<file path="src/sv/sfa_pkg.sv">
// ----------------------------------------------------------------------------
// sfa_pkg
// Shared types, codes and constants of the screen fade alpha unit.
// ----------------------------------------------------------------------------
package sfa_pkg;

    // Field and datapath widths.
    localparam int TIME_W    = 32;
    localparam int NOW_W     = 31;
    localparam int TICK_W    = 16;
    localparam int COLOR_W   = 8;
    localparam int Q_FRAC    = 16;
    localparam int QUO_W     = COLOR_W + Q_FRAC;
    localparam int SPEED_W   = 26;
    localparam int DIFF_W    = TIME_W + 1;
    localparam int PROD_W    = 2 * SPEED_W;
    localparam int VAL_W     = PROD_W - Q_FRAC;

    // Request codes.
    localparam logic [1:0] REQ_QUERY = 2'd0;
    localparam logic [1:0] REQ_FADE  = 2'd1;
    localparam logic [1:0] REQ_INIT  = 2'd2;

    // Dark fade-in of a level start: five seconds of hold, five of ramp.
    localparam int TICKS_PER_SEC = 4096;
    localparam int DARK_SECONDS  = 5;
    localparam int DARK_ALPHA_PS = 51;
    localparam logic [TICK_W-1:0]  DARK_TICKS = TICK_W'(TICKS_PER_SEC * DARK_SECONDS);
    localparam logic [COLOR_W-1:0] DARK_PEAK  = 8'd255;
    localparam logic [SPEED_W-1:0] DARK_SPEED =
        SPEED_W'((DARK_ALPHA_PS * (1 << Q_FRAC)) / TICKS_PER_SEC);

    // One input word.
    typedef struct packed {
        logic [1:0]         req_type;
        logic [NOW_W-1:0]   now_ticks;
        logic [TICK_W-1:0]  duration_ticks;
        logic [TICK_W-1:0]  hold_ticks;
        logic               fade_out;
        logic [COLOR_W-1:0] red_in;
        logic [COLOR_W-1:0] green_in;
        logic [COLOR_W-1:0] blue_in;
        logic [COLOR_W-1:0] peak_alpha;
        logic               dark_start;
    } t_in_word;

    // One result word.
    typedef struct packed {
        logic [COLOR_W-1:0] fade_alpha;
        logic [COLOR_W-1:0] red_out;
        logic [COLOR_W-1:0] green_out;
        logic [COLOR_W-1:0] blue_out;
    } t_out_word;

    // Divider status toward the sequencer.
    typedef struct packed {
        logic busy;
        logic done;
    } t_div_stat;

    // Fade state and load strobe toward the alpha evaluator.
    typedef struct packed {
        logic                      load;
        logic [NOW_W-1:0]          now;
        logic [TIME_W-1:0]         ramp_end;
        logic [TIME_W-1:0]         hold_end;
        logic signed [SPEED_W-1:0] speed;
        logic [COLOR_W-1:0]        peak;
        logic                      out_dir;
    } t_alpha_ctl;

endpackage

</file>
<file path="src/sv/sfa_stream_if.sv">
// ----------------------------------------------------------------------------
// sfa_stream_if
// Valid/ready channel that carries one word of a given payload type.
// ----------------------------------------------------------------------------
interface sfa_stream_if #(
    parameter type t_payload = logic
);
    logic     valid;
    logic     ready;
    t_payload data;

    modport source (output valid, output data, input ready);
    modport sink   (input valid, input data, output ready);
endinterface

</file>
<file path="src/sv/screen_fade_alpha_unit.sv">
// ----------------------------------------------------------------------------
// screen_fade_alpha_unit
// Screen fade opacity generator: updates fade state per request word and
// returns the fade alpha at the word's time together with the fade color.
// ----------------------------------------------------------------------------
//  Channel   Dir  Payload      Handshake
//  i_req     in   t_in_word    valid/ready, taken on valid && ready
//  o_rsp     out  t_out_word   valid/ready, one word per request
//
// A query or level init moves from accept through SUM0, SUM1, WDIV, MUL, FIN.
// A fade command with nonzero duration waits in WDIV for the 24-step serial
// divider that forms the ramp speed. One shared adder forms the end times.
// Reset is synchronous and clears all fade state to zero. The result sits in
// an output register, so a new request is taken while it waits; the block
// stalls only when a second result is ready before the first is taken.
// ----------------------------------------------------------------------------
module screen_fade_alpha_unit (
    input  logic          i_clk,
    input  logic          i_rst_n,
    sfa_stream_if.sink    i_req,
    sfa_stream_if.source  o_rsp
);
    import sfa_pkg::*;

    // Sequencer states.
    localparam logic [2:0] S_IDLE = 3'd0;
    localparam logic [2:0] S_SUM0 = 3'd1;
    localparam logic [2:0] S_SUM1 = 3'd2;
    localparam logic [2:0] S_WDIV = 3'd3;
    localparam logic [2:0] S_MUL  = 3'd4;
    localparam logic [2:0] S_FIN  = 3'd5;

    t_in_word                  req;
    logic                      accept;
    logic                      out_load;
    logic                      div_start;
    logic [QUO_W-1:0]          quotient;
    t_div_stat                 div_stat;
    t_alpha_ctl                alpha_ctl;
    logic [COLOR_W-1:0]        alpha;
    logic [TIME_W-1:0]         sum_a;
    logic [TICK_W-1:0]         sum_b;
    logic [TIME_W-1:0]         sum;

    logic [2:0]                r_state, n_state;
    logic [TIME_W-1:0]         r_ramp_end;
    logic [TIME_W-1:0]         r_hold_end;
    logic signed [SPEED_W-1:0] r_speed;
    logic [COLOR_W-1:0]        r_peak;
    logic                      r_out_dir;
    logic [COLOR_W-1:0]        r_red, r_green, r_blue;
    logic [NOW_W-1:0]          r_now;
    logic [TICK_W-1:0]         r_sum_x, r_sum_y;
    logic                      r_first_ramp;
    logic                      r_need_sum;
    logic                      r_need_div;
    logic [TIME_W-1:0]         r_first;
    logic                      r_out_valid;
    t_out_word                 r_out;

    assign req       = i_req.data;
    assign i_req.ready = (r_state == S_IDLE);
    assign accept    = i_req.valid && (r_state == S_IDLE);
    assign out_load  = (r_state == S_FIN) && (!r_out_valid || o_rsp.ready);
    assign div_start = accept && (req.req_type == REQ_FADE) && (req.duration_ticks != '0);

    // Shared adder for the two end times: now plus the first offset, then
    // that sum plus the second offset.
    assign sum_a = (r_state == S_SUM0) ? {1'b0, r_now} : r_first;
    assign sum_b = (r_state == S_SUM0) ? r_sum_x : r_sum_y;
    assign sum   = sum_a + {{(TIME_W-TICK_W){1'b0}}, sum_b};

    // Sequencer.
    always_comb begin
        n_state = r_state;
        case (r_state)
            S_IDLE: begin
                if (accept) begin
                    n_state = S_SUM0;
                end
            end
            S_SUM0: n_state = S_SUM1;
            S_SUM1: n_state = S_WDIV;
            S_WDIV: begin
                if (!div_stat.busy) begin
                    n_state = S_MUL;
                end
            end
            S_MUL: n_state = S_FIN;
            S_FIN: begin
                if (out_load) begin
                    n_state = S_IDLE;
                end
            end
            default: n_state = S_IDLE;
        endcase
    end

    always_ff @(posedge i_clk) begin
        if (!i_rst_n) begin
            r_state <= S_IDLE;
        end else begin
            r_state <= n_state;
        end
    end

    // Request scratch registers.
    always_ff @(posedge i_clk) begin
        if (accept) begin
            r_now <= req.now_ticks;
            if (req.req_type == REQ_FADE) begin
                r_sum_x      <= req.fade_out ? req.duration_ticks : req.hold_ticks;
                r_sum_y      <= req.fade_out ? req.hold_ticks : req.duration_ticks;
                r_first_ramp <= req.fade_out;
            end else begin
                r_sum_x      <= DARK_TICKS;
                r_sum_y      <= DARK_TICKS;
                r_first_ramp <= 1'b0;
            end
        end
        if (r_state == S_SUM0) begin
            r_first <= sum;
        end
    end

    // Fade state.
    always_ff @(posedge i_clk) begin
        if (!i_rst_n) begin
            r_ramp_end <= '0;
            r_hold_end <= '0;
            r_speed    <= '0;
            r_peak     <= '0;
            r_out_dir  <= 1'b0;
            r_red      <= '0;
            r_green    <= '0;
            r_blue     <= '0;
            r_need_sum <= 1'b0;
            r_need_div <= 1'b0;
        end else begin
            if (accept) begin
                r_need_sum <= 1'b0;
                r_need_div <= 1'b0;
                if (req.req_type == REQ_FADE) begin
                    r_red     <= req.red_in;
                    r_green   <= req.green_in;
                    r_blue    <= req.blue_in;
                    r_peak    <= req.peak_alpha;
                    r_out_dir <= req.fade_out;
                    r_speed   <= '0;
                    r_ramp_end <= {{(TIME_W-TICK_W){1'b0}}, req.duration_ticks};
                    r_hold_end <= {{(TIME_W-TICK_W){1'b0}}, req.hold_ticks};
                    if (req.duration_ticks != '0) begin
                        r_need_sum <= 1'b1;
                        r_need_div <= 1'b1;
                    end
                end else if (req.req_type == REQ_INIT) begin
                    r_red     <= '0;
                    r_green   <= '0;
                    r_blue    <= '0;
                    r_out_dir <= 1'b0;
                    if (req.dark_start) begin
                        r_peak     <= DARK_PEAK;
                        r_speed    <= DARK_SPEED;
                        r_need_sum <= 1'b1;
                    end else begin
                        r_peak     <= '0;
                        r_speed    <= '0;
                        r_ramp_end <= '0;
                        r_hold_end <= '0;
                    end
                end
            end
            // End times from the shared adder.
            if (r_need_sum && (r_state == S_SUM0)) begin
                if (r_first_ramp) begin
                    r_ramp_end <= sum;
                end else begin
                    r_hold_end <= sum;
                end
            end
            if (r_need_sum && (r_state == S_SUM1)) begin
                if (r_first_ramp) begin
                    r_hold_end <= sum;
                end else begin
                    r_ramp_end <= sum;
                end
            end
            // Signed ramp speed once the divider has finished.
            if (r_need_div && div_stat.done) begin
                if (r_out_dir) begin
                    r_speed <= -$signed({{(SPEED_W-QUO_W){1'b0}}, quotient});
                end else begin
                    r_speed <= $signed({{(SPEED_W-QUO_W){1'b0}}, quotient});
                end
            end
        end
    end

    sfa_div u_div (
        .i_clk      (i_clk),
        .i_rst_n    (i_rst_n),
        .i_start    (div_start),
        .i_peak     (req.peak_alpha),
        .i_divisor  (req.duration_ticks),
        .o_quotient (quotient),
        .o_stat     (div_stat)
    );

    assign alpha_ctl.load     = (r_state == S_MUL);
    assign alpha_ctl.now      = r_now;
    assign alpha_ctl.ramp_end = r_ramp_end;
    assign alpha_ctl.hold_end = r_hold_end;
    assign alpha_ctl.speed    = r_speed;
    assign alpha_ctl.peak     = r_peak;
    assign alpha_ctl.out_dir  = r_out_dir;

    sfa_alpha u_alpha (
        .i_clk   (i_clk),
        .i_ctl   (alpha_ctl),
        .o_alpha (alpha)
    );

    // Output register.
    always_ff @(posedge i_clk) begin
        if (!i_rst_n) begin
            r_out_valid <= 1'b0;
        end else if (out_load) begin
            r_out_valid <= 1'b1;
        end else if (o_rsp.ready) begin
            r_out_valid <= 1'b0;
        end
        if (out_load) begin
            r_out.fade_alpha <= alpha;
            r_out.red_out    <= r_red;
            r_out.green_out  <= r_green;
            r_out.blue_out   <= r_blue;
        end
    end

    assign o_rsp.valid = r_out_valid;
    assign o_rsp.data  = r_out;

    // The divider only runs while a request is in flight.
    a_div_busy_in_flight: assert property (@(posedge i_clk) disable iff (!i_rst_n)
        div_stat.busy |-> (r_state != S_IDLE))
        else $error("divider busy while sequencer idle");

    // A request always leaves the idle state on the next cycle.
    a_accept_leaves_idle: assert property (@(posedge i_clk) disable iff (!i_rst_n)
        accept |=> (r_state == S_SUM0))
        else $error("accepted request did not start the sequence");

    // A negative ramp speed only ever comes with a fade-out.
    a_speed_sign: assert property (@(posedge i_clk) disable iff (!i_rst_n)
        (r_state == S_MUL) |-> (!r_speed[SPEED_W-1] || r_out_dir))
        else $error("negative ramp speed on a fade-in");

    // A delivered alpha never exceeds the stored peak.
    a_alpha_le_peak: assert property (@(posedge i_clk) disable iff (!i_rst_n)
        out_load |=> (r_out.fade_alpha <= $past(r_peak)))
        else $error("fade alpha above peak");

endmodule

</file>
<file path="src/sv/sfa_div.sv">
// ----------------------------------------------------------------------------
// sfa_div
// Restoring divider, one quotient bit per cycle: (peak << 16) / duration.
// ----------------------------------------------------------------------------
module sfa_div (
    input  logic                        i_clk,
    input  logic                        i_rst_n,
    input  logic                        i_start,
    input  logic [sfa_pkg::COLOR_W-1:0] i_peak,
    input  logic [sfa_pkg::TICK_W-1:0]  i_divisor,
    output logic [sfa_pkg::QUO_W-1:0]   o_quotient,
    output sfa_pkg::t_div_stat          o_stat
);
    import sfa_pkg::*;

    localparam int CNT_W = $clog2(QUO_W + 1);

    logic [TICK_W-1:0]  r_rem,  n_rem;
    logic [QUO_W-1:0]   r_quo,  n_quo;
    logic [TICK_W-1:0]  r_dsr,  n_dsr;
    logic [CNT_W-1:0]   r_cnt,  n_cnt;
    logic               r_busy, n_busy;
    logic               r_done, n_done;
    logic [TICK_W:0]    shifted;
    logic [TICK_W+1:0]  trial;

    // Trial subtraction of the divisor from the shifted remainder.
    assign shifted = {r_rem, r_quo[QUO_W-1]};
    assign trial   = {1'b0, shifted} - {2'b00, r_dsr};

    always_comb begin
        n_rem  = r_rem;
        n_quo  = r_quo;
        n_dsr  = r_dsr;
        n_cnt  = r_cnt;
        n_busy = r_busy;
        n_done = 1'b0;
        if (i_start) begin
            n_rem  = '0;
            n_quo  = {i_peak, {Q_FRAC{1'b0}}};
            n_dsr  = i_divisor;
            n_cnt  = '0;
            n_busy = 1'b1;
        end else if (r_busy) begin
            // The dividend shifts out on top while quotient bits enter below.
            if (trial[TICK_W+1]) begin
                n_rem = shifted[TICK_W-1:0];
                n_quo = {r_quo[QUO_W-2:0], 1'b0};
            end else begin
                n_rem = trial[TICK_W-1:0];
                n_quo = {r_quo[QUO_W-2:0], 1'b1};
            end
            n_cnt = r_cnt + 1'b1;
            if (r_cnt == CNT_W'(QUO_W - 1)) begin
                n_busy = 1'b0;
                n_done = 1'b1;
            end
        end
    end

    always_ff @(posedge i_clk) begin
        r_rem <= n_rem;
        r_quo <= n_quo;
        r_dsr <= n_dsr;
        r_cnt <= n_cnt;
        if (!i_rst_n) begin
            r_busy <= 1'b0;
            r_done <= 1'b0;
        end else begin
            r_busy <= n_busy;
            r_done <= n_done;
        end
    end

    assign o_quotient  = r_quo;
    assign o_stat.busy = r_busy;
    assign o_stat.done = r_done;

endmodule

</file>
<file path="src/sv/sfa_alpha.sv">
// ----------------------------------------------------------------------------
// sfa_alpha
// Alpha evaluator: registered ramp product, then rounding, offset and clamp.
// ----------------------------------------------------------------------------
module sfa_alpha (
    input  logic                        i_clk,
    input  sfa_pkg::t_alpha_ctl         i_ctl,
    output logic [sfa_pkg::COLOR_W-1:0] o_alpha
);
    import sfa_pkg::*;

    localparam logic signed [SPEED_W-1:0] DIFF_MAX = {1'b0, {(SPEED_W-1){1'b1}}};
    localparam logic signed [SPEED_W-1:0] DIFF_MIN = {1'b1, {(SPEED_W-1){1'b0}}};

    logic signed [DIFF_W-1:0]  diff;
    logic signed [SPEED_W-1:0] diff_sat;
    logic                      expired;
    logic signed [PROD_W-1:0]  r_prod;
    logic                      r_expired;
    logic signed [PROD_W-1:0]  prod_adj;
    logic signed [VAL_W-1:0]   val;
    logic signed [VAL_W:0]     val_off;
    logic signed [VAL_W:0]     peak_ext;

    // Time left on the ramp; saturating it keeps every clamp decision intact
    // since the speed magnitude is at least one when it is not zero.
    assign diff    = $signed({1'b0, i_ctl.ramp_end}) - $signed({2'b00, i_ctl.now});
    assign expired = (i_ctl.hold_end < {1'b0, i_ctl.now})
                  && (i_ctl.ramp_end < {1'b0, i_ctl.now});

    always_comb begin
        if (diff > DIFF_W'(DIFF_MAX)) begin
            diff_sat = DIFF_MAX;
        end else if (diff < DIFF_W'(DIFF_MIN)) begin
            diff_sat = DIFF_MIN;
        end else begin
            diff_sat = diff[SPEED_W-1:0];
        end
    end

    // Product register.
    always_ff @(posedge i_clk) begin
        if (i_ctl.load) begin
            r_prod    <= diff_sat * i_ctl.speed;
            r_expired <= expired;
        end
    end

    // Divide by 65536 truncating toward zero, add peak on fade-out, clamp.
    assign prod_adj = r_prod + (r_prod[PROD_W-1] ? PROD_W'((1 << Q_FRAC) - 1) : '0);
    assign val      = prod_adj[PROD_W-1:Q_FRAC];
    assign peak_ext = $signed({{(VAL_W+1-COLOR_W){1'b0}}, i_ctl.peak});
    assign val_off  = i_ctl.out_dir ? ({val[VAL_W-1], val} + peak_ext)
                                    : {val[VAL_W-1], val};

    always_comb begin
        if (r_expired) begin
            o_alpha = '0;
        end else if (val_off > peak_ext) begin
            o_alpha = i_ctl.peak;
        end else if (val_off[VAL_W]) begin
            o_alpha = '0;
        end else begin
            o_alpha = val_off[COLOR_W-1:0];
        end
    end

endmodule

</file>
<file path="src/flat_wrapper.sv">
// flat-port wrapper written by rule: the top's interface ports become plain ports
module screen_fade_alpha_unit_flat import sfa_pkg::*;
  (i_clk, i_rst_n, i_req_valid, i_req_data, i_req_ready, o_rsp_valid, o_rsp_data, o_rsp_ready);
  sfa_stream_if #(.t_payload(t_in_word)) i_req_i ();
  sfa_stream_if #(.t_payload(t_out_word)) o_rsp_i ();
  input  logic i_clk;
  input  logic i_rst_n;
  input wire logic [$bits(i_req_i.valid)-1:0] i_req_valid;
  input wire logic [$bits(i_req_i.data)-1:0] i_req_data;
  output wire logic [$bits(i_req_i.ready)-1:0] i_req_ready;
  output wire logic [$bits(o_rsp_i.valid)-1:0] o_rsp_valid;
  output wire logic [$bits(o_rsp_i.data)-1:0] o_rsp_data;
  input wire logic [$bits(o_rsp_i.ready)-1:0] o_rsp_ready;
  assign i_req_i.valid = i_req_valid;
  assign i_req_i.data = i_req_data;
  assign i_req_ready = i_req_i.ready;
  assign o_rsp_valid = o_rsp_i.valid;
  assign o_rsp_data = o_rsp_i.data;
  assign o_rsp_i.ready = o_rsp_ready;
  screen_fade_alpha_unit u_core (.i_clk(i_clk), .i_rst_n(i_rst_n), .i_req(i_req_i), .o_rsp(o_rsp_i));
endmodule
</file>
<file path="config.mk">
export PLATFORM = sky130hd
export DESIGN_NAME = screen_fade_alpha_unit_flat
export DESIGN_NICKNAME = d
export VERILOG_FILES = /design/src/sv/sfa_pkg.sv /design/src/sv/sfa_stream_if.sv /design/src/sv/screen_fade_alpha_unit.sv /design/src/sv/sfa_div.sv /design/src/sv/sfa_alpha.sv /design/src/flat_wrapper.sv
export SDC_FILE = /design/constraint.sdc
export NUM_CORES = 2
export LEC_CHECK = 0
export BUFFER_PORTS_ARGS = -buffer_cell sky130_fd_sc_hd__buf_2
export CORE_UTILIZATION = 47
export CTS_CLUSTER_SIZE = 10
export DETAILED_ROUTE_END_ITERATION = 7
export SYNTH_ARGS = -nofsm -noshare
export SYNTH_HDL_FRONTEND = slang
export SYNTH_SLANG_ARGS = --single-unit
</file>
<file path="constraint.sdc">
create_clock -name i_clk -period 14.7 [get_ports i_clk]
set_input_delay 0 -clock i_clk [delete_from_list [all_inputs] [get_ports i_clk]]
set_output_delay 0 -clock i_clk [all_outputs]
set_load 0.05 [all_outputs]
</file>
After elaboration in Yosys (flattened, before gate mapping)
Index checks and enable logic that the tools add are counted.
{ "word_totals": {"reg_bits": 373, "in_bits": 103} }
{ "op_classes": {"addsub": 7, "reduce_logical": 21, "n_mux": 60, "eq_ne": 11, "n_bitwise": 2, "n_mul": 1, "magnitude_cmp": 5} }
{ "op_table": {"columns": ["operator", "count"], "rows": [
  ["two-way mux 32 bit", 17],
  ["two-way mux 26 bit", 7],
  ["two-way mux 16 bit", 5],
  ["two-way mux 8 bit", 9],
  ["less-than comparator 32 x 31 -> 1 bit", 2],
  ["adder 52 x 16 -> 52 bit", 1],
  ["multiplier 26 x 26 -> 52 bit", 1],
  ["two-way mux 24 bit", 2],
  ["adder 36 x 9 -> 37 bit", 1],
  ["> comparator 37 x 9 -> 1 bit", 1],
  ["two-way mux 37 bit", 1],
  ["> comparator 33 x 26 -> 1 bit (second input constant)", 1],
  ["less-than comparator 33 x 26 -> 1 bit (second input constant)", 1],
  ["subtractor 32 x 31 -> 33 bit", 1],
  ["adder 32 x 16 -> 32 bit", 1],
  ["negation 24 -> 26 bit", 1],
  ["one-hot mux 3 bit (6 select lines)", 1],
  ["subtractor 17 x 16 -> 18 bit", 1],
  ["nonzero test 16 bit", 1],
  ["two-way mux 1 bit", 14],
  ["two-way mux 10 bit", 1],
  ["two-way mux 3 bit", 3],
  ["logical AND 1 bit", 8],
  ["nonzero test 2 bit", 4],
  ["other kinds (17)", 22]
]} }

Logic depth before layout (Yosys ltp)
{ "depth": {"ltp_word": 8, "ltp_mapped": 46, "ltp_nobuf": 44} }

Cells and area by module
Synthesis repeated with hierarchy kept, for this count alone.
{ "unflattened": {"hier_cells": 4872, "area_unflattened_um2": 45895.3} }
{ "modules_own_cells": {"columns": ["mod", "instances", "area_per_inst_um2", "cells_per_inst"], "rows": [
  ["sfa_alpha", 1, 31102.3, 3433],
  ["screen_fade_alpha_unit", 1, 11497.3, 1100],
  ["sfa_div", 1, 3295.7, 339]
]} }

Worst setup path after synthesis
No wires, ideal clock.
{ "synth_timing": {"kind": "flip-flop to flip-flop", "startpoint": "register u_core.r_now[1]", "endpoint": "register u_core.u_alpha.r_prod[50] (data pin)", "required_time_ps": 14442, "path_buffers": 3, "path_stages_with_launch": 43, "slack_ps": 4193, "t_arrival_ps": 10249, "cell_sequence": "edfxtp_1 -> inv_1 -> ha_1 -> nor2b_1 -> o21ai_1 -> a21boi_0 -> o31ai_1 -> a2111oi_2 -> o211ai_1 -> a21oi_1 -> nor4_1 -> or3_1 -> a2111oi_2 -> a31oi_1 -> buf_2 -> buf_2 -> o21ai_2 -> buf_2 -> [... 7 more ...] -> inv_1 -> fa_1 -> fa_1 -> inv_1 -> fa_1 -> inv_1 -> ha_1 -> nand4_1 -> nor3_1 -> o211ai_1 -> a21oi_1 -> a311oi_1 -> o311a_1 -> o31ai_1 -> nand2_1 -> o21ai_0 -> a31oi_1 -> xnor2_1"} }
{ "synth_via": {"elab_chain_cells": 5} }
{ "synth_lines": {"columns": ["element", "line", "text"], "rows": [
  ["start, declared", "screen_fade_alpha_unit.sv:52", "logic [NOW_W-1:0] r_now;"],
  ["start signal, assigned", "screen_fade_alpha_unit.sv:110", "r_now <= req.now_ticks;"],
  ["subtractor 32 x 31 -> 33 bit (*)", "sfa_alpha.sv:27", "assign diff = $signed({1'b0, i_ctl.ramp_end}) - $signed({2'b00, i_ctl.now});"],
  ["less-than comparator 33 x 26 -> 1 bit", "sfa_alpha.sv:34", "end else if (diff < DIFF_W'(DIFF_MIN)) begin"],
  ["two-way mux 26 bit", "sfa_alpha.sv:34", null],
  ["two-way mux 26 bit (*)", "sfa_alpha.sv:32", "if (diff > DIFF_W'(DIFF_MAX)) begin"],
  ["multiplier 26 x 26 -> 52 bit (*)", "sfa_alpha.sv:44", "r_prod <= diff_sat * i_ctl.speed;"],
  ["end signal, assigned", "sfa_alpha.sv:44", null],
  ["end, declared", "sfa_alpha.sv:18", "logic signed [PROD_W-1:0] r_prod;"]
]} }
Mark *: on every way between the ends. The rest lies on a longest branch, timed or not.
A chain may end at the register's enable or synchronous reset.

Final worst setup path
{ "layout_timing": {"startpoint": "register u_core.r_now[0]", "endpoint": "register u_core.u_alpha.r_prod[50] (data pin)"} }
The elaborated chain is that of the path after synthesis.

==> impl_metrics.prom <==
# TYPE chip_impl_metric gauge
chip_impl_info{name="synth_top_cell_by_area",value="fa_1"} 1
chip_impl_metric{name="worstMarginPinSlew",unit="ns"} 1.11
chip_impl_metric{name="wirelength",unit="um"} 128000
chip_impl_metric{name="route.vias.total",unit=""} 34100
chip_impl_metric{name="cts.clk_slew.worst_paths",unit="ns"} 0.06
chip_impl_metric{name="core_area",unit="sq mm"} 0.0950
chip_impl_info{name="worstSetupEndpointType",value="register"} 1
chip_impl_metric{name="tritoncts.num_buffers",unit=""} 44
chip_impl_metric{name="placedCellCount",unit=""} 6085
chip_impl_metric{name="final_nets",unit=""} 6062
chip_impl_metric{name="grt_overflow_total",unit=""} 0
chip_impl_metric{name="first_iter_violations",unit=""} 2125
chip_impl_metric{name="cp_data_arrival_time",unit="ns"} 12.34
chip_impl_metric{name="remaining_drc_errors",unit=""} 0
chip_impl_metric{name="grt_use_total",unit="%"} 26.8
chip_impl_metric{name="fp.dieArea",unit="sq mm"} 0.0971
chip_impl_info{name="synth.top_cells.by_count",value="inv_1 (837), fa_1 (714), nand2_1 (628), and2_1 (277), ha_1 (275)"} 1
chip_impl_info{name="timing.critical_path.from_type",value="register"} 1
chip_impl_metric{name="finalSetupViolCount",unit=""} 0
chip_impl_metric{name="post_dp_cell_area",unit="sq mm"} 0.0472
chip_impl_metric{name="power.ir.vdd_worst",unit="mV"} 0.0904
chip_impl_info{name="critical_path.most_common_cell",value="fa_1"} 1
chip_impl_metric{name="chipHeight",unit="um"} 312
chip_impl_metric{name="fin_worst_skew",unit="ns"} 0.0266
chip_impl_metric{name="io_buffers",unit=""} 136
chip_impl_metric{name="clock_path_buffers",unit=""} 3
chip_impl_info{name="dominantRegCellSynth",value="edfxtp_1"} 1
chip_impl_metric{name="timing.reg2reg.worst_path_depth",unit=""} 41
chip_impl_metric{name="cts.htree.levels",unit=""} 2
chip_impl_info{name="setup_repair_after_global_routing_missed_its_margin",value="false"} 1
chip_impl_metric{name="boundaryPins",unit=""} 137
chip_impl_metric{name="detailed_route_vias_per_instance",unit=""} 5.43
chip_impl_info{name="cts_tree",value="built"} 1
chip_impl_metric{name="post_drt_wl_per_cell",unit="um"} 20.4
chip_impl_metric{name="detail-route-antenna-nets",unit=""} 0
chip_impl_metric{name="maxCapViolCount",unit=""} 0
chip_impl_metric{name="async_reset_ff_share",unit="%"} 0
chip_impl_info{name="run_status",value="finished clean"} 1
chip_impl_metric{name="synth.distinct_cells",unit=""} 82
chip_impl_metric{name="globalplace.congestion",unit=""} 0.905
chip_impl_metric{name="seq_area",unit="sq mm"} 0.00952
chip_impl_metric{name="timing.hold.worst_path_depth",unit=""} 5
chip_impl_metric{name="cts.sink_count",unit=""} 373
chip_impl_metric{name="slew-limit-headroom",unit="%"} 25.3
chip_impl_metric{name="site_row_count",unit=""} 113
chip_impl_metric{name="multi_input_comb_area",unit="sq mm"} 0.0317
chip_impl_metric{name="finalCritPeriodShare",unit="%"} 81.7
chip_impl_metric{name="syn-instance-count",unit=""} 4821
chip_impl_info{name="cpMaxStageDelayCell",value="fa_1"} 1
chip_impl_metric{name="critPathRequiredTime",unit="ns"} 15.02
chip_impl_metric{name="fin_crit",unit="ns"} 12.02
chip_impl_metric{name="clk-insertion-delay-late",unit="ns"} 0.59
chip_impl_metric{name="synth-edff-count",unit=""} 205
chip_impl_metric{name="initial_core_util",unit="%"} 47.4
chip_impl_metric{name="post_synth_instance_area",unit="sq mm"} 0.0451
chip_impl_metric{name="worst_path_largest_cell_delay",unit="ns"} 0.53
chip_impl_metric{name="p_leak",unit="uW"} 0.0237
chip_impl_metric{name="detailedRoute.firstPassIterationCount",unit=""} 6
chip_impl_metric{name="pin_count_of_the_biggest_net_entering_global_routing",unit=""} 84
chip_impl_metric{name="first_global_vias",unit=""} 35200
chip_impl_metric{name="chipWidth",unit="um"} 312
chip_impl_info{name="hold_path.class",value="input port to register"} 1
chip_impl_metric{name="setup_tns",unit="ns"} 0
chip_impl_metric{name="flow.area_growth_from_synthesis",unit="%"} 10.1
chip_impl_info{name="timing.setup.critical_path_class",value="register to register"} 1
chip_impl_info{name="synthTopCellsByArea",value="fa_1 (32%), edfxtp_1 (14%), ha_1 (7.6%), dfxtp_1 (7.5%), inv_1 (7.0%)"} 1
chip_impl_info{name="synth_most_common_cell",value="inv_1"} 1
chip_impl_metric{name="post-route-cell-area",unit="sq mm"} 0.0496
chip_impl_metric{name="postSynthNetCount",unit=""} 5913
chip_impl_metric{name="pwr_density_cell",unit="mW/mm^2"} 68.1
chip_impl_info{name="root_buffer",value="clkbuf_16"} 1
chip_impl_metric{name="synth.yosys.seq_area_share",unit="%"} 21.1
chip_impl_metric{name="report.final.slew_viol_count",unit=""} 0
chip_impl_metric{name="post_synth.cell_area_avg",unit="sq um"} 9.35
chip_impl_metric{name="max_freq",unit="MHz"} 83.2
chip_impl_metric{name="cts_setup_buffers",unit=""} 0
chip_impl_metric{name="synth-seq-cells",unit=""} 373
chip_impl_metric{name="synth_top_area_share",unit="%"} 31.7
chip_impl_metric{name="grt_first_pass_wirelength",unit="um"} 201000
chip_impl_metric{name="grt_antenna_before_repair",unit=""} 2
chip_impl_metric{name="timing.critical_path.fanout_max",unit=""} 37
chip_impl_metric{name="synthesis.yosys.warnings",unit=""} 0
chip_impl_metric{name="layoutNonFillerInstCount",unit=""} 6270
chip_impl_metric{name="layout-drive-gt1-share",unit="%"} 6.57
chip_impl_metric{name="dp.final_hpwl",unit="um"} 97000
chip_impl_metric{name="final.fill_count",unit=""} 8826
chip_impl_metric{name="hold_viol",unit=""} 0
power breakdown:
group / internal, uW / switching (uW) / leakage, uW
clock: 604 / 437 / 0.000635
sequential: 1230 / 73.3 / 0.00329
combinational: 383 / 645 / 0.0198
total: 2220 / 1150 / 0.0237
layout by cell type (no fill, tap or decap), types with 22 or more instances in the layout:
master,n
inv_1,834
dfxtp_1,166
xnor2_1,128
nor4_1,22
a22oi_1,70
xor2_1,49
nor2_1,233
or3_1,24
nand2_1,628
buf_2,136
a31oi_1,22
nand4_1,30
o21ai_0,146
clkbuf_1,30
nand2b_1,22
a211oi_1,41
and2_1,276
a21oi_1,146
and3_1,27
nor2b_1,51
fa_1,714
clkbuf_16,46
edfxtp_1,205
a21o_1,57
o21ai_2,23
mux2i_1,88
dlygate4sd3_1,103
nand3_1,57
buf_4,74
ha_1,275
o21a_1,25
nor3_1,47
kinds of logic after synthesis:
| family | after synthesis | share of synthesized area, % |
|---|---|---|
| AO/OA/AOI/OAI | 674 | 9.75 |
| AND/OR/NAND/NOR | 1467 | 15.5 |
| flip-flops | 373 | 21.1 |
| buffers and inverters | 1048 | 8.78 |
| XOR/XNOR | 177 | 3.44 |
| adder cells (fa/ha/maj) | 989 | 39.4 |
| multiplexers | 93 | 2.09 |
path summary, 6_finish.rpt:
path                                 start                                   to  slack (ns)
min                         i_req_data[98]        u_core.r_out_dir$_SDFFE_PN0P_        0.05
min reg2reg  u_core.r_blue[5]$_SDFFE_PN0P_       u_core.o_rsp.data[5]$_DFFE_PP_        0.43
max reg2reg      u_core.r_now[0]$_DFFE_PP_  u_core.u_alpha.r_prod[50]$_DFFE_PN_        2.68
max              u_core.r_now[0]$_DFFE_PP_  u_core.u_alpha.r_prod[50]$_DFFE_PN_        2.68
critical path, delay by kind of cell (launching register included):
family / cells / cell delay (ns)
compound gates: 17 / 4.81
xor+xnor: 2 / 0.32
fa+ha+maj: 10 / 4.48
buf+inv: 8 / 1.06
flops: 1 / 0.44
simple gates: 4 / 0.61
repair_timing:
action | 4_1_cts | 5_1_grt
endpoints found under the setup margin | 0 | 0
hold endpoints to repair | 170 | 0
gates resized for setup | 0 | 0
hold buffers | 103 | 0
per-stage QoR:
stage,power [uW],hold WS [ns],worst slack (ns),util (%)
after floorplan,2020,0.0989,4.19,-
after global placement,2310,0.177,2.86,49.7
after detailed placement,2320,0.178,2.77,49.7
after CTS,3390,0.0109,2.73,52.2
after global routing,3560,0.0332,1.85,52.2
final,3370,0.0511,2.68,52.2
cell type report:
cell class / instances / share of cell area [%]
Inverter: 837 / 6.34
Tap cell: 1265 / 3.19
Antenna cell: 1 / 0.00505
Clock buffer: 77 / 2.58
Clock inverter: 3 / 0.111
Multi-Input combinational cell: 3400 / 64.0
Timing Repair Buffer: 314 / 4.60
Sequential cell: 373 / 19.2
metal layers:
metal | global-route usage [%] | wire length (um)
met3 | 3.25 | 6990
met5 | 0 | 0
met4 | 9.68 | 4890
met1 | 34.9 | 53000
met2 | 46.1 | 63000
flip-flops by register name, summed over array words and instances, names as in the netlist, 24 cells and up:
register and flops:
u_core.r_first 32, u_core.u_alpha.r_prod 52, u_core.o_rsp.data 32, u_core.r_now 31, u_core.r_hold_end 32, u_core.r_ramp_end 32, u_core.u_div.o_quotient 24, u_core.r_speed 26
No activity file was read; power rests on OpenSTA's default activity.
